$ cat config.mk
export PLATFORM = sky130hd
export DESIGN_NAME = mtbb_cell
export DESIGN_NICKNAME = d
export VERILOG_FILES = /design/src/design/mtbb_pkg.sv /design/src/design/mtbb_cell.sv
export SDC_FILE = /design/constraint.sdc
export NUM_CORES = 1
export LEC_CHECK = 0
export CAP_MARGIN = 40
export CORE_MARGIN = 2
export CORE_UTILIZATION = 33
export DETAILED_ROUTE_END_ITERATION = 10
export DONT_BUFFER_PORTS = 1
export GPL_TIMING_DRIVEN = 0
export HOLD_SLACK_MARGIN = 0.15
export PLACE_DENSITY = 0.57
export SLEW_MARGIN = 20
export SYNTH_ARGS = -nofsm -noshare
export SYNTH_HDL_FRONTEND = slang
export SYNTH_SLANG_ARGS = --single-unit
$ cat constraint.sdc
create_clock -name clk -period 2.82 [get_ports clk]
set_input_delay 0.282 -clock clk [delete_from_list [all_inputs] [get_ports clk]]
set_output_delay 0.282 -clock clk [all_outputs]
set_load 0.05 [all_outputs]
$ cat src/design/mtbb_pkg.sv
// Shared types, constants and helpers of the bar/beat converter.
// No dependencies.
package mtbb_pkg;

  localparam int REG_COUNT = 8;
  localparam int REG_W     = 59;
  localparam int IDX_W     = 3;
  localparam int NUM_W     = 6;
  localparam int LD_W      = 3;
  localparam int LOW_MAX   = 14;  // widest fraction shift plus two

  localparam logic [31:0] UNUSED_START = 32'hFFFF_FFFF;
  localparam logic [REG_W-1:0] ENTRY0_RESET = 59'd145241087982698496;
  localparam logic [REG_W-1:0] ENTRYN_RESET = 59'h0000_0000_FFFF_FFFF;

  localparam logic MODE_TIME = 1'b0;
  localparam logic MODE_BAR  = 1'b1;

  typedef logic [REG_W-1:0] entry_t;

  // Front stage result: chosen entry and offset from its start
  typedef struct packed {
    logic             mode;
    logic             sat;
    logic [31:0]      diff;
    logic [15:0]      bars;
    logic [31:0]      start;
    logic [15:0]      sbar;
    logic [NUM_W-1:0] num;
    logic [LD_W-1:0]  ld;
  } s0_t;

  // Side data carried along the divider cells
  typedef struct packed {
    logic               mode;
    logic               sat;
    logic [15:0]        sbar;
    logic [NUM_W-1:0]   num;
    logic               compound;
    logic               num_zero;
    logic               diff_nz;
    logic [LOW_MAX-1:0] low;
    logic [31:0]        time_out;
  } side_t;

  // Compound meter: numerator above 3 and a multiple of 3
  function automatic logic is_compound(input logic [NUM_W-1:0] num);
    logic hit;
    hit = 1'b0;
    for (int k = 2; k <= 21; k++) begin
      if (num == NUM_W'(3 * k)) hit = 1'b1;
    end
    return hit;
  endfunction

endpackage

$ cat src/design/mtbb_cell.sv
// One restoring division step: one quotient bit per cell, side data rides along.
// Depends on mtbb_pkg.
module mtbb_cell #(
  parameter int QW = 29
) (
  input  logic                         clk,
  input  logic                         rst,
  input  logic                         en,
  input  logic                         v_in,
  input  logic [QW-1:0]                dq_in,
  input  logic [mtbb_pkg::NUM_W-1:0]   rem_in,
  input  mtbb_pkg::side_t              side_in,
  output logic                         v_out,
  output logic [QW-1:0]                dq_out,
  output logic [mtbb_pkg::NUM_W-1:0]   rem_out,
  output mtbb_pkg::side_t              side_out
);
  import mtbb_pkg::*;

  logic [NUM_W:0] trial;
  logic           ge;

  // Shift in the next dividend bit and try the subtract
  always_comb begin
    trial = {rem_in, dq_in[QW-1]};
    ge    = trial >= {1'b0, side_in.num};
  end

  always_ff @(posedge clk) begin
    if (rst) begin
      v_out <= 1'b0;
    end else if (en) begin
      v_out <= v_in;
    end
    if (en) begin
      dq_out   <= {dq_in[QW-2:0], ge};
      rem_out  <= ge ? NUM_W'(trial - {1'b0, side_in.num}) : trial[NUM_W-1:0];
      side_out <= side_in;
    end
  end

endmodule

==> results of run 1 <==
## cell families after synthesis
| kind of cell | after synthesis | synth area share |
|---|---|---|
| xor gates and xnor gates | 2 | 0.00479 |
| adders and majority gates | 8 | 0.0294 |
| AOI/OAI and AO/OA | 13 | 0.0301 |
| buffers and inverters | 10 | 0.0103 |
| and+or+nand+nor | 7 | 0.0130 |
| muxes | 7 | 0.0205 |
| DFF | 109 | 0.892 |
## cells in the mapped netlist
| master | n | area (um^2) |
|---|---|---|
| xnor2_1 | 2 | 17.5 |
| a311o_1 | 2 | 20.0 |
| mux2i_1 | 3 | 30.0 |
| a211oi_4 | 1 | 20.0 |
| nor2_1 | 2 | 7.51 |
| a211oi_2 | 1 | 12.5 |
| nor3_1 | 1 | 5.00 |
| dfxtp_1 | 1 | 20.0 |
| o21a_1 | 1 | 7.51 |
| o211ai_1 | 1 | 7.51 |
| nor2b_1 | 1 | 6.26 |
| o31a_2 | 1 | 10.0 |
| edfxtp_1 | 108 | 3240 |
| a21o_1 | 1 | 7.51 |
| nand2b_4 | 1 | 13.8 |
| a21oi_1 | 3 | 15.0 |
| nor4_1 | 1 | 6.26 |
| o21ai_1 | 1 | 5.00 |
| o21ai_0 | 1 | 5.00 |
| mux2_2 | 4 | 45.0 |
| ha_1 | 7 | 87.6 |
| and2b_2 | 1 | 8.76 |
| inv_1 | 10 | 37.5 |
| fa_1 | 1 | 20.0 |
## through the flow
stage	hold WS (ns)	utilization	setup slack, ns	instance area [um^2]	std cells
2_1_floorplan	0.354	-	0.733	3660	156
3_3_place_gp	0.358	0.354	0.526	3830	296
3_5_place_dp	0.360	0.354	0.503	3830	296
==> flow_metrics.env, run 1 <==
export IMPL_dieWidth_um=109
export IMPL_io_pins=221
export IMPL_start_util=0.337
export IMPL_synthCells=156
export IMPL_syn_area_um2=3660
export IMPL_cts_sinks=109
export IMPL_gp_congestion=0.733
export IMPL_cts_setup_buffers=0
export IMPL_ys_warnings_count=0
export IMPL_root_buffer="clkbuf_8"
export IMPL_die_h_um=109
export IMPL_synth_net_count=276
export IMPL_outcome="did not finish"
export IMPL_cts_hold_buffers_added=101
export IMPL_num_rows=38
export IMPL_cts_resized=0
export IMPL_synth_cell_types=24
export IMPL_cts_path_max_buffers=2
export IMPL_io_buffers=0
export IMPL_syn_area_per_cell_um2=23.5
export IMPL_dp_hpwl_um=5080
export IMPL_haltStage="4_1_cts"
export IMPL_ys_ff_latch=109
export IMPL_tool_error="[ERROR RSZ-0060] Max buffer count reached."
export IMPL_cts_max_level=3
export IMPL_cts_buffers_inserted=9
export IMPL_ys_seq_area_frac=0.892
==> inputs of run 2 (changes only) <==
- CORE_UTILIZATION: 33 -> 20
- HOLD_SLACK_MARGIN: 0.15 -> unset
- PLACE_DENSITY: 0.57 -> unset
- PLACE_DENSITY_LB_ADDON: unset -> 0.15
==> flow_metrics.env, run 2 <==
export IMPL_p_leak_nw=1.42
export IMPL_finClkSkew_ns=0
export IMPL_ys_ff_latch=109
export IMPL_async_reset_ff_frac=0
export IMPL_crit_type="in2reg"
export IMPL_synthCells=156
export IMPL_cap_viol_max_count=0
export IMPL_cp_top_family="compound AO/OA/AOI/OAI gates"
export IMPL_cp_required_ns=2.91
export IMPL_grt_pass1_vias=1624
export IMPL_core_area_um2=18000
export IMPL_path_cells="inv_1 > ha_1 > nand2b_4 > a211oi_2 > o21ai_1 > a211oi_4 > mux2_2"
export IMPL_hold_class="in2reg"
export IMPL_cpPeakStageDelay_ns=0.50
export IMPL_yosys_area_top_type="edfxtp_1"
export IMPL_path_buf_inv=1
export IMPL_synth_xor_xnor_area_share=0.00479
export IMPL_ys_seq_area_frac=0.892
export IMPL_syn_area_per_cell_um2=23.5
export IMPL_drive_gt1_frac=0.133
export IMPL_track_usage=0.0810
export IMPL_yosys_top_cells_area="edfxtp_1 89%, ha_1 2.4%, mux2_2 1.2%"
export IMPL_dp_hpwl_um=5830
export IMPL_synthTopCellsByCount="108 x edfxtp_1, 10 x inv_1, 7 x ha_1"
export IMPL_powerDensity_nw_per_um2=912
export IMPL_io_buffers=0
export IMPL_root_buffer="clkbuf_16"
export IMPL_min_period_ns=1.95
export IMPL_maxSlewHeadroom=0.643
export IMPL_viasPerCell=3.72
export IMPL_wl_per_cell_um=20.1
export IMPL_largest_register="side_out"
export IMPL_layout_commonest_cell="edfxtp_1"
export IMPL_synth_simple_gate_area_frac=0.0130
export IMPL_nNetsFinal=288
export IMPL_placed_cell_area_um2=3950
export IMPL_synthToLayoutAreaGrowth_pct=16.9
export IMPL_cts_max_level=3
export IMPL_die_area_um2=19400
export IMPL_end_kind="flip-flop"
export IMPL_period_share=0.692
export IMPL_drc=0
export IMPL_synthMuxAreaShare=0.0205
export IMPL_ant_nets=0
export IMPL_rsz0062_at_grt="no"
export IMPL_ys_warnings_count=0
export IMPL_cts_sinks=109
export IMPL_synthMostInstantiatedCell="edfxtp_1"
export IMPL_synth_top_family_by_area="compound AO/OA/AOI/OAI gates"
export IMPL_cp_start_kind="primary input"
export IMPL_layout_common_cells="108 x edfxtp_1, 10 x inv_1, 9 x clkbuf_16"
export IMPL_grt_first_pass_wirelength_um=11200
export IMPL_die_h_um=139
export IMPL_dieWidth_um=139
export IMPL_synth_compound_area_frac=0.0301
export IMPL_cts_tree="built"
export IMPL_route_vias_total=1502
export IMPL_worstMarginPinSlew_ns=0.536
export IMPL_antenna_found_initial=3
export IMPL_cts_clk_slew_worst_paths_ns=0.07
export IMPL_num_rows=49
export IMPL_crit_path_max_fanout=7
export IMPL_irDropWorstVdd_uv=246
export IMPL_cts_path_max_buffers=2
export IMPL_final_util=0.238
export IMPL_ys_flop_type="edfxtp_1"
export IMPL_grt_max_degree=110
export IMPL_fmax_mhz=512
export IMPL_wirelength_um=8120
export IMPL_setup_tns_ns=0
export IMPL_io_pins=221
export IMPL_largestRegisters="side_out (73), dq_out (29), rem_out (6)"
export IMPL_insertion_delay_ns=0.34
export IMPL_outcome="completed"
export IMPL_gp_congestion=0.650
export IMPL_slew_viol_final=0
export IMPL_setup_violations_final=0
export IMPL_synth_fa_ha_area_frac=0.0294
export IMPL_firstDrtPassIters=4
export IMPL_overflow=0
export IMPL_synth_net_count=276
export IMPL_synth_cell_types=24
export IMPL_worstPathArrival_ns=2.05
export IMPL_cts_buffers_inserted=9
export IMPL_syn_area_um2=3660
export IMPL_finalHoldViolCount=0
export IMPL_cp_slowest_cell="a211oi_4"
export IMPL_largest_reg_flops=73
export IMPL_drt_initial_drc_count=64
export IMPL_yosys_area_top_type_share=0.886
export IMPL_design_area_um2=4280
export IMPL_synth_edff_count=108
export IMPL_num_fill_cells=1855
export IMPL_start_util=0.204
[run 2: cell counts after synthesis]
Identical to the previous run, type by type.
[run 2: worst paths after layout]
path	from	endpoint	slack, ns	depth (start not counted)
worst max-delay path	dq_in[28]	rem_out[2]$_DFFE_PP_	0.87	7
worst max register to register	v_out$_SDFFE_PP0P_	v_out$_SDFFE_PP0P_	1.87	2
worst min-delay path	dq_in[6]	dq_out[7]$_DFFE_PP_	0.03	0
worst min register to register	v_out$_SDFFE_PP0P_	v_out$_SDFFE_PP0P_	0.78	2
[run 2: layer usage]
layer,GRT usage,share of wire,wire length (um)
met1,0.0812,0.35,2820
met2,0.129,0.51,4150
met3,0.0564,0.12,993
met4,0.0367,0.016,130
met5,0,0.0025,20
[run 2: what timing repair did]
item,4_1_cts,5_1_grt
buffers inserted,0,0
endpoints found under the hold margin,1,0
resized for setup,0,0
hold buffers,1,0
endpoints found under the setup margin,0,0
[run 2: per-stage QoR]
stage	hold slack, ns	setup slack [ns]	total power [mW]	cells
after global placement	0.357	0.483	2.60	385
after detailed placement	0.362	0.478	2.59	385
after floorplan	0.354	0.733	2.55	156
after CTS	0.00558	0.852	3.98	402
after global routing	0.000100	0.758	4.05	402
final	0.0292	0.867	3.90	404
[run 2: cell families (layout without fill, tap and decap cells)]
kind of cell    Yosys count  after routing
flops                   109            109
fa+ha+maj                 8              8
buf+inv                  10             27
other cells               0              2
xor+xnor                  2              2
mux                       7              7
simple gates              7              7
compound gates           13             13
[run 2: layout make-up]
class / count / area [um^2] / area share
Inverter: 10 / 37.5 / 0.00878
Antenna cell: 2 / 5.00 / 0.00117
Clock buffer: 11 / 233 / 0.0544
Sequential cell: 109 / 3260 / 0.763
Timing Repair Buffer: 1 / 10.0 / 0.00234
Clock inverter: 5 / 83.8 / 0.0196
Tap cell: 229 / 287 / 0.0670
Multi-Input combinational cell: 37 / 358 / 0.0837
[run 2: worst reg2reg max path, cell delays in order (launching register included)]
cell and delay [ns]:
dfxtp_1 0.65, mux2i_1 0.14, nor2_1 0.10
[run 2: report_power, final]
group | total [mW] | internal (mW) | switching, mW | leakage [nW]
Clock | 1.35 | 0.784 | 0.563 | 0.152
Sequential | 2.47 | 1.95 | 0.520 | 1.07
Combinational | 0.0867 | 0.0453 | 0.0414 | 0.198
Power figures use the tool's default switching activity.
==> inputs of run 3 (changes only) <==
- ABC_AREA: unset -> 1
- clock period: 2.82 -> 1.75 ns (I/O delays scaled with it)
==> flow_metrics.env, run 3 <==
export IMPL_outcome="did not finish"
export IMPL_haltStage="4_1_cts"
export IMPL_tool_error="[ERROR RSZ-0060] Max buffer count reached."
export IMPL_yosys_top_cells_area="edfxtp_1 88%, ha_1 2.4%, nand2_1 2.2%"
export IMPL_ys_ff_latch=109
export IMPL_synth_cell_types=22
export IMPL_async_reset_ff_frac=0
export IMPL_synthTopCellsByCount="108 x edfxtp_1, 22 x nand2_1, 16 x inv_1"
export IMPL_cts_max_level=3
export IMPL_synthCells=183
export IMPL_synth_net_count=303
export IMPL_io_buffers=0
export IMPL_yosys_area_top_type_share=0.876
export IMPL_num_rows=49
export IMPL_cts_setup_buffers=0
export IMPL_cts_sinks=109
export IMPL_synthMostInstantiatedCell="edfxtp_1"
export IMPL_root_buffer="clkbuf_16"
export IMPL_ys_warnings_count=0
export IMPL_cts_path_max_buffers=2
export IMPL_dieWidth_um=140
export IMPL_cts_buffers_inserted=9
export IMPL_cts_resized=0
export IMPL_ys_flop_type="edfxtp_1"
export IMPL_dp_cells=412
export IMPL_start_util=0.205
export IMPL_synth_edff_count=108
export IMPL_yosys_area_top_type="edfxtp_1"
export IMPL_gp_congestion=0.709
export IMPL_syn_area_per_cell_um2=20.2
export IMPL_io_pins=221
export IMPL_ys_seq_area_frac=0.881
export IMPL_cts_hold_buffers_added=101
export IMPL_dp_hpwl_um=5960
export IMPL_die_h_um=140
export IMPL_syn_area_um2=3700
## run 3: changes by cell type after synthesis, sizes merged, moves of 2 or more
cell    change
nand2      +24
nand3       +8
inv         +6
mux2        -4
nor2        +3
a211oi      -2
a311o       -2
mux2i       -2
or2         +2
## run 3: through the flow
step                instance area, um^2  setup slack (ns)  hold slack, ns
detailed placement                 3990             0.169           0.253
global placement                   3990             0.167           0.250
floorplan                          3700             0.319           0.247
## run 3: cells by family after synthesis
| logic type | synth area share |
|---|---|
| DFF | 0.881 |
| and+or+nand+nor | 0.0571 |
| buffers and inverters | 0.0162 |
| adders and majority gates | 0.0291 |
| AOI/OAI and AO/OA | 0.00642 |
| xor gates and xnor gates | 0.00710 |
| muxes | 0.00270 |
