<file path="src/design/mtbb_pkg.sv">
// Shared types, constants and helpers of the bar/beat converter.
// No dependencies.
package mtbb_pkg;

  localparam int REG_COUNT = 8;
  localparam int REG_W     = 59;
  localparam int IDX_W     = 3;
  localparam int NUM_W     = 6;
  localparam int LD_W      = 3;
  localparam int LOW_MAX   = 14;  // widest fraction shift plus two

  localparam logic [31:0] UNUSED_START = 32'hFFFF_FFFF;
  localparam logic [REG_W-1:0] ENTRY0_RESET = 59'd145241087982698496;
  localparam logic [REG_W-1:0] ENTRYN_RESET = 59'h0000_0000_FFFF_FFFF;

  localparam logic MODE_TIME = 1'b0;
  localparam logic MODE_BAR  = 1'b1;

  typedef logic [REG_W-1:0] entry_t;

  // Front stage result: chosen entry and offset from its start
  typedef struct packed {
    logic             mode;
    logic             sat;
    logic [31:0]      diff;
    logic [15:0]      bars;
    logic [31:0]      start;
    logic [15:0]      sbar;
    logic [NUM_W-1:0] num;
    logic [LD_W-1:0]  ld;
  } s0_t;

  // Side data carried along the divider cells
  typedef struct packed {
    logic               mode;
    logic               sat;
    logic [15:0]        sbar;
    logic [NUM_W-1:0]   num;
    logic               compound;
    logic               num_zero;
    logic               diff_nz;
    logic [LOW_MAX-1:0] low;
    logic [31:0]        time_out;
  } side_t;

  // Compound meter: numerator above 3 and a multiple of 3
  function automatic logic is_compound(input logic [NUM_W-1:0] num);
    logic hit;
    hit = 1'b0;
    for (int k = 2; k <= 21; k++) begin
      if (num == NUM_W'(3 * k)) hit = 1'b1;
    end
    return hit;
  endfunction

endpackage

</file>
<file path="src/design/mtbb_front.sv">
// Front stage: picks the signature entry for a request and forms the offset.
// Depends on mtbb_pkg.
module mtbb_front #(
  parameter int TABLE_DEPTH = 8
) (
  input  logic                                 clk,
  input  logic                                 rst,
  input  logic                                 en,
  input  logic                                 in_valid,
  input  logic                                 mode,
  input  logic [31:0]                          query_time,
  input  logic [15:0]                          query_bar,
  input  mtbb_pkg::entry_t                     entries [mtbb_pkg::REG_COUNT],
  output logic                                 valid,
  output mtbb_pkg::s0_t                        s0
);
  import mtbb_pkg::*;

  logic [IDX_W-1:0] sel;
  logic             found;
  entry_t           e;
  s0_t              s0_next;

  // First entry past the query or unused ends the scan
  always_comb begin
    found = 1'b0;
    sel   = IDX_W'(TABLE_DEPTH - 1);
    for (int i = 0; i < TABLE_DEPTH; i++) begin
      if (!found && ((entries[i][31:0] == UNUSED_START) ||
          ((mode == MODE_BAR) ? (entries[i][47:32] > query_bar)
                              : (entries[i][31:0] > query_time)))) begin
        found = 1'b1;
        sel   = (i == 0) ? '0 : IDX_W'(i - 1);
      end
    end
  end

  // Offset from the chosen entry, clamped to its start
  always_comb begin
    e               = entries[sel];
    s0_next.mode    = mode;
    s0_next.start   = e[31:0];
    s0_next.sbar    = e[47:32];
    s0_next.num     = e[53:48];
    s0_next.ld      = e[58:56];
    s0_next.sat     = 1'b0;
    s0_next.diff    = '0;
    s0_next.bars    = '0;
    if (mode == MODE_BAR) begin
      if (query_bar < e[47:32]) s0_next.sat = 1'b1;
      else s0_next.bars = query_bar - e[47:32];
    end else begin
      if (query_time < e[31:0]) s0_next.sat = 1'b1;
      else s0_next.diff = query_time - e[31:0];
    end
  end

  always_ff @(posedge clk) begin
    if (rst) begin
      valid <= 1'b0;
    end else if (en) begin
      valid <= in_valid;
    end
    if (en) begin
      s0 <= s0_next;
    end
  end

endmodule

</file>
<file path="config.mk">
export PLATFORM = sky130hd
export DESIGN_NAME = mtbb_front
export DESIGN_NICKNAME = d
export VERILOG_FILES = /design/src/design/mtbb_pkg.sv /design/src/design/mtbb_front.sv
export SDC_FILE = /design/constraint.sdc
export NUM_CORES = 1
export LEC_CHECK = 0
export ABC_AREA = 1
export BUFFER_PORTS_ARGS = -buffer_cell sky130_fd_sc_hd__buf_2
export CORE_AREA = 2 2 247 249
export DETAILED_ROUTE_END_ITERATION = 12
export DIE_AREA = 0 0 249 251
export SETUP_SLACK_MARGIN = 0.4
export SKIP_LAST_GASP = 1
export SLEW_MARGIN = 5
export SYNTH_ARGS = -nofsm -noshare
export SYNTH_HDL_FRONTEND = slang
export SYNTH_SLANG_ARGS = --single-unit
</file>
<file path="constraint.sdc">
create_clock -name clk -period 5.4 [get_ports clk]
set_clock_uncertainty 0.1 [all_clocks]
set_input_delay 1.08 -clock clk [delete_from_list [all_inputs] [get_ports clk]]
set_output_delay 1.08 -clock clk [all_outputs]
set_load 0.05 [all_outputs]
</file>
; Yosys cells after proc, flatten, opt, wreduce, memory -nomap -nowiden
; Cells that the tools add are included.
[classes]
n_addsub = 2
order_cmp = 19
eq_ne = 8
muxes = 29
bitwise = 2
n_reduce_logical = 24
[op_table]
columns = cell, n
row1 = $eq 32x32->1 const B, 8
row2 = $gt 32x32->1, 8
row3 = $bmux 59 s3, 1
row4 = $gt 16x16->1, 8
row5 = $mux 59, 2
row6 = $lt 32x32->1, 1
row7 = $sub 32x32->32, 1
row8 = $mux 3, 8
row9 = $mux 1, 18
row10 = $lt 16x16->1, 1
row11 = $sub 16x16->16, 1
row12 = $logic_or 1x1->1, 8
row13 = $logic_and 1x1->1, 7
row14 = $logic_not 1->1, 7
row15 = $ge 4x4->1 const B, 1
row16 = $not 3->4, 1
row17 = $reduce_or 2->1, 2
row18 = $not 1->1, 1
[totals]
register_bits = 108
inputBits = 525
output_inout_bits = 108
word_cells = 93

; Logic depth before layout (Yosys ltp)
[depth]
word_depth = 32
ltp_mapped = 41
ltp_nobuf = 37

; Worst setup path after synthesis
; Ideal clock, no wire load.
[synth_timing]
path_kind = in2reg
start = input query_bar[1]
end = register s0[71] (netlist name) (data pin)
setup_time_ns = 0.266
arrival_time_ns = 5.220
t_required_ns = 5.034
slack_ns = -0.186
cell_stages = 35
n_path_buf = 3
path_cell_list = inv_1 -> ha_1 -> inv_1 -> nor2_1 -> o21bai_1 -> nand2_1 -> nand2_1 -> nand2_1 -> nand2_1 -> nand2_1 -> nand2_1 -> nand2_1 -> a21oi_2 -> nand3_2 -> nor2_4 -> buf_4 -> buf_6 -> buf_2 -> nor2_1 -> a21oi_1 -> nand2_1 -> nand3_1 -> nand2_1 -> ha_1 -> fa_1 -> nor2_1 -> o21ai_0 -> and2_1 -> o21ai_0 -> a21oi_1 -> o21bai_1 -> a31oi_1 -> o21ai_0 -> xor2_1 -> nor2_1
[synth_via]
elab_chain_len = 31
word_cells_on_any_way = 60
classes_between = add/sub: 1 / order compare: 9 / mux: 26 / bitwise: 1 / reduce/logical: 23
[synth_rtl]
columns = element, line
row1 = "start, declared", mtbb_front.sv:12  ; input logic [15:0] query_bar,
row2 = $gt 16x16->1, mtbb_front.sv:30  ; ((mode == MODE_BAR) ? (entries[i][47:32] > query_bar)
row3 = $mux 1, mtbb_front.sv:30
row4 = $logic_or 1x1->1, mtbb_front.sv:29  ; if (!found && ((entries[i][31:0] == UNUSED_START) ||
row5 = $mux 1, mtbb_front.sv:29
row6 = $logic_not 1->1, mtbb_front.sv:29
row7 = $logic_and 1x1->1, mtbb_front.sv:29
row8 = $mux 1, mtbb_front.sv:29
row9 = $logic_not 1->1, mtbb_front.sv:29
row10 = [... 15 more ...], --
row11 = $logic_and 1x1->1, mtbb_front.sv:29
row12 = $mux 3 (*), mtbb_front.sv:29
row13 = $not 3->4 (implied by the code) (*), mtbb_front.sv:40  ; e = entries[sel];
row14 = $bmux 59 s3 (*), mtbb_front.sv:40
row15 = $mux 59 (implied by the code) (*) (2 in series), mtbb_front.sv:40
row16 = named net e[32], mtbb_front.sv:21  ; entry_t e;
row17 = $lt 16x16->1, mtbb_front.sv:50  ; if (query_bar < e[47:32]) s0_next.sat = 1'b1;
row18 = $reduce_or 2->1 (no line), --
row19 = "end signal, assigned", mtbb_front.sv:65  ; s0 <= s0_next;
row20 = "end, declared", mtbb_front.sv:15  ; output mtbb_pkg::s0_t s0
; The timed path passes the listed nets; every way through them passes the cells marked *. The select of a mux whose other input is x is not followed.
; A chain may end at the register's enable or synchronous reset.

; Worst setup path in the final report
[layout_timing]
start = input query_bar[15]
end = register s0[89] (netlist name) (data pin)
[layout_via]
elab_chain_len = 31
word_cells_on_any_way = 60
classes_between = add/sub: 1 / order compare: 9 / mux: 26 / bitwise: 1 / reduce/logical: 23
[layout_rtl]
columns = element, line
row1 = $gt 16x16->1, mtbb_front.sv:30
row2 = $mux 1, mtbb_front.sv:30
row3 = $logic_or 1x1->1, mtbb_front.sv:29
row4 = $mux 1, mtbb_front.sv:29
row5 = $logic_not 1->1, mtbb_front.sv:29
row6 = $logic_and 1x1->1, mtbb_front.sv:29
row7 = $mux 1, mtbb_front.sv:29
row8 = $logic_not 1->1, mtbb_front.sv:29
row9 = [... 14 more ...], --
row10 = $logic_not 1->1, mtbb_front.sv:29
row11 = $logic_and 1x1->1, mtbb_front.sv:29
row12 = $mux 3 (*), mtbb_front.sv:29
row13 = $not 3->4 (implied by the code) (*), mtbb_front.sv:40
row14 = $bmux 59 s3 (*), mtbb_front.sv:40
row15 = $mux 59 (implied by the code) (*) (2 in series), mtbb_front.sv:40
row16 = $lt 32x32->1, mtbb_front.sv:53  ; if (query_time < e[31:0]) s0_next.sat = 1'b1;
row17 = $reduce_or 2->1 (no line), --
; Mark *: on every way between the ends. The rest lies on a longest branch, timed or not. The select of a mux whose other input is x is not followed.

==> out/qor.csv <==
stage;metric;value;unit
floorplan;initial core utilization;34.1;%
clocking;clock slew at reported path FFs;0.09;ns
synthesis;number of distinct library cell variants in the gate-level netlist after synthesis;47;
placed_design;GPL Wtd Cong;1.00;
route;via/cell ratio;5.11;
hold_path;hold crit path type;reg2reg;
pwr;Total Power;8.37;mW
setup_path;arrival time at the worst endpoint;6.03;ns
setup_path;type of element launching the critical path;input port;
synthesis;sequential cell area fraction in the yosys report;15.9;%
floorplan;core outline area;0.0598;mm²
global_route;total grt overflow;0;
layout;fraction of layout instances using a drive strength above 1;40.0;%
hold_path;cell depth of the worst min-delay path;2;
layout;design area;0.0337;mm²
sta;Fmax;0.170;GHz
synthesis;count of synthesis-stage warnings from yosys;0;
synthesis;syn_nets;4160;
clocking;master cell of the clock root buffer;clkbuf_16;
setup_path;crit path capture type;flop;
synthesis;cell types occupying the most area after synthesis;ha_1, edfxtp_1, nand2_1;
sta;Max-Slew Margin vs Limit;49.5;%
route;wire length reported by the detailed router;108000;µm
clocking;clock buffer depth;2;
synthesis;Synth Flop Type;edfxtp_1;
route;violation count after the first detailed-routing iteration;1748;
synthesis;biggest area consumer among synthesized cells;ha_1;
pwr;worst vdd rail ir drop;0.000192;V
layout;Final nets;5523;
setup_path;cell family contributing the most delay on the critical path;simple AND/OR/NAND/NOR gates;
synthesis;fraction of synthesis flops using an asynchronous set or reset pin;0;%
synthesis;portion of synthesized cell area occupied by the leading cell type;26.5;%
clocking;clock tree from TritonCTS;done;
setup_path;critical path fanouts, max;12;
setup_path;Worst path slowest cell;nor4_4;
sta;share of the clock period used by the worst path;109;%
synthesis;synthesized instance count;3201;
setup_path;most numerous cell on the critical path;nand2_2;
layout;area added between synthesis and finish;65.3;%
sta;final setup vio count;49;
synthesis;mean post-synth cell area;6.37;µm²
global_route;global-route wire length before repair;153000;µm
setup_path;startpoint of the worst setup timing path;query_bar[15];
clocking;post-cts hold buffer count;0;
floorplan;chip width;249;µm
placed_design;number of port buffers;616;
route;Pre-Repair DR Iteration Count;8;
status;violations in the final reports;setup timing;
layout;leading cell type in the layout, fill and taps excluded;buf_4;
pwr;total power density per cell area;248;mW/mm²
clocking;clock sink count;108;
layout;number of filler instances in the final layout;5833;
setup_path;cells on worst reg2reg path;2;
setup_path;data required time of the worst path;5.55;ns
floorplan;number of top-level design ports;633;
clocking;insertion delay to the later sink of the worst-skew pair;0.40;ns
floorplan;number of cell rows;90;
layout;commonest cells after routing, fill and taps aside;buf_4, nand2_1, buf_2, nor2_1, ha_1;
route;DRC violations left;0;
status;result of the run;finished with violations;
setup_path;CP Class;in2reg;
setup_path;critical path depth in cells;38;
sta;Final Hold Viols;0;
global_route;via count of the first global-routing pass;26400;
global_route;antenna violations before repair;64;
global_route;GRT Overall Usage;32.6;%
route;routed wirelength normalized by instance count;20.0;µm
sta;RSZ-0062 raised after global routing;true;
sta;Final Critical Period;5.88;ns
sta;min setup slack post-route;-0.482;ns
setup_path;reg2reg start;valid$_SDFFE_PP0P_;
setup_path;CP peak stage delay;0.35;ns
clocking;total clock buffers created by CTS;9;
route;post-route antenna net violation count;0;
hold_path;min-delay src;valid$_SDFFE_PP0P_;
layout;post-route core utilization;56.4;%
setup_path;CP bufs+invs;13;
route;via total after detailed routing;27500;
floorplan;die height;251;µm
synthesis;count of state elements after synthesis;108;
job;Max Cap Viol;0;
clocking;count of H-tree levels built during CTS;3;
placed_design;cell area after placement;0.0298;mm²
placed_design;placed wire-length estimate;89500;µm
synthesis;number of enable-type register cells in the synthesized netlist;107;
pwr;leak pwr;17.7;nW
sta;actual slew at the worst max-slew pin;0.758;ns
synthesis;summed instance area of the synthesized netlist;0.0204;mm²
global_route;pin count of the biggest net entering global routing;109;
sta;fin. max-slew vios;0;
floorplan;Die Footprint;0.0625;mm²
[tightest hold or removal path, delay by kind of cell, from the launching register on]
| kind | cells | cell delay (ns) |
|---|---|---|
| DFF | 1 | 0.34 |
| muxes | 1 | 0.07 |
| and+or+nand+nor | 1 | 0.07 |
[state kept, by name, indices dropped and copies added (netlist names)]
name / cells
s0: 107
valid: 1
[cells by family after synthesis]
family	synth area share [%]
adder cells (fa/ha/maj)	26.7
buffers and inverters	7.96
XOR/XNOR	1.33
multiplexers	0.0491
AND/OR/NAND/NOR	34.1
AO/OA/AOI/OAI	14.0
flip-flops	15.9
[power breakdown]
group	internal (mW)	switching, mW
Combinational	2.82	3.58
Clock	0.370	0.393
Sequential	1.16	0.0547
Total	4.34	4.03
[synthesized netlist by cell type, types with 2 or more instances]
master / n
nand2_1: 779
nor2_1: 608
ha_1: 432
inv_1: 267
a21oi_1: 256
o21ai_0: 174
nand3_1: 157
edfxtp_1: 107
nand4_1: 89
buf_2: 47
inv_2: 36
clkbuf_1: 33
o21a_1: 23
xor2_1: 23
nor4_1: 18
o21ai_1: 18
nor3_1: 17
a31oi_1: 12
buf_4: 12
o21bai_1: 12
a21o_1: 10
o211ai_1: 9
or2_2: 8
xnor2_1: 8
buf_1: 6
a21boi_0: 4
a21oi_2: 4
nor3b_1: 4
nand3_2: 3
nor4_2: 3
a41oi_1: 2
and2_0: 2
fa_1: 2
o221ai_1: 2
o31ai_1: 2
[through the flow]
stage          cells  hold WS (ns)  setup slack [ns]  setup TNS [ns]
6_report        5386         0.407            -0.482          -18.69
3_3_place_gp    5195         0.380             -1.16          -46.83
4_1_cts         5299         0.406            -0.346          -10.34
3_5_place_dp    5195         0.380             -1.16          -48.71
5_1_grt         5373         0.474            -0.692          -28.41
2_1_floorplan   3201         0.633             0.121               0
[worst paths after layout]
path,endpoint,slack [ns]
worst max register to register,valid$_SDFFE_PP0P_,4.71
worst min-delay path,valid$_SDFFE_PP0P_,0.41
worst max-delay path,s0[89]$_SDFFCE_PP0P_,-0.48
worst min register to register,valid$_SDFFE_PP0P_,0.41
[metal layers]
metal | up-vias | global-route usage, % | wire [µm]
met5 | - | 0 | 338
met4 | 54 | 16.7 | 5590
met3 | 301 | 7.42 | 7950
met2 | 1070 | 58.0 | 52500
met1 | 12500 | 36.4 | 41200
li1 | 13600 | - | -
[layout make-up]
class	instances	area (µm²)	share of cell area, %
diodes	35	87.6	0.260
repair buffers	1451	10700	31.6
flip-flops and latches	108	3230	9.59
well taps	782	978	2.90
inverters	304	1190	3.53
clock inverters	6	81.3	0.241
clock buffers	10	229	0.679
multi-input cells	2690	17200	51.2
[timing repair]
item                       CTS  global route
buffers inserted            78            47
gates resized for setup    326           146
setup endpoints to repair   49            49
pin swaps                  107            80
cloned                      10             5
No activity file was read; power rests on OpenSTA's default activity.
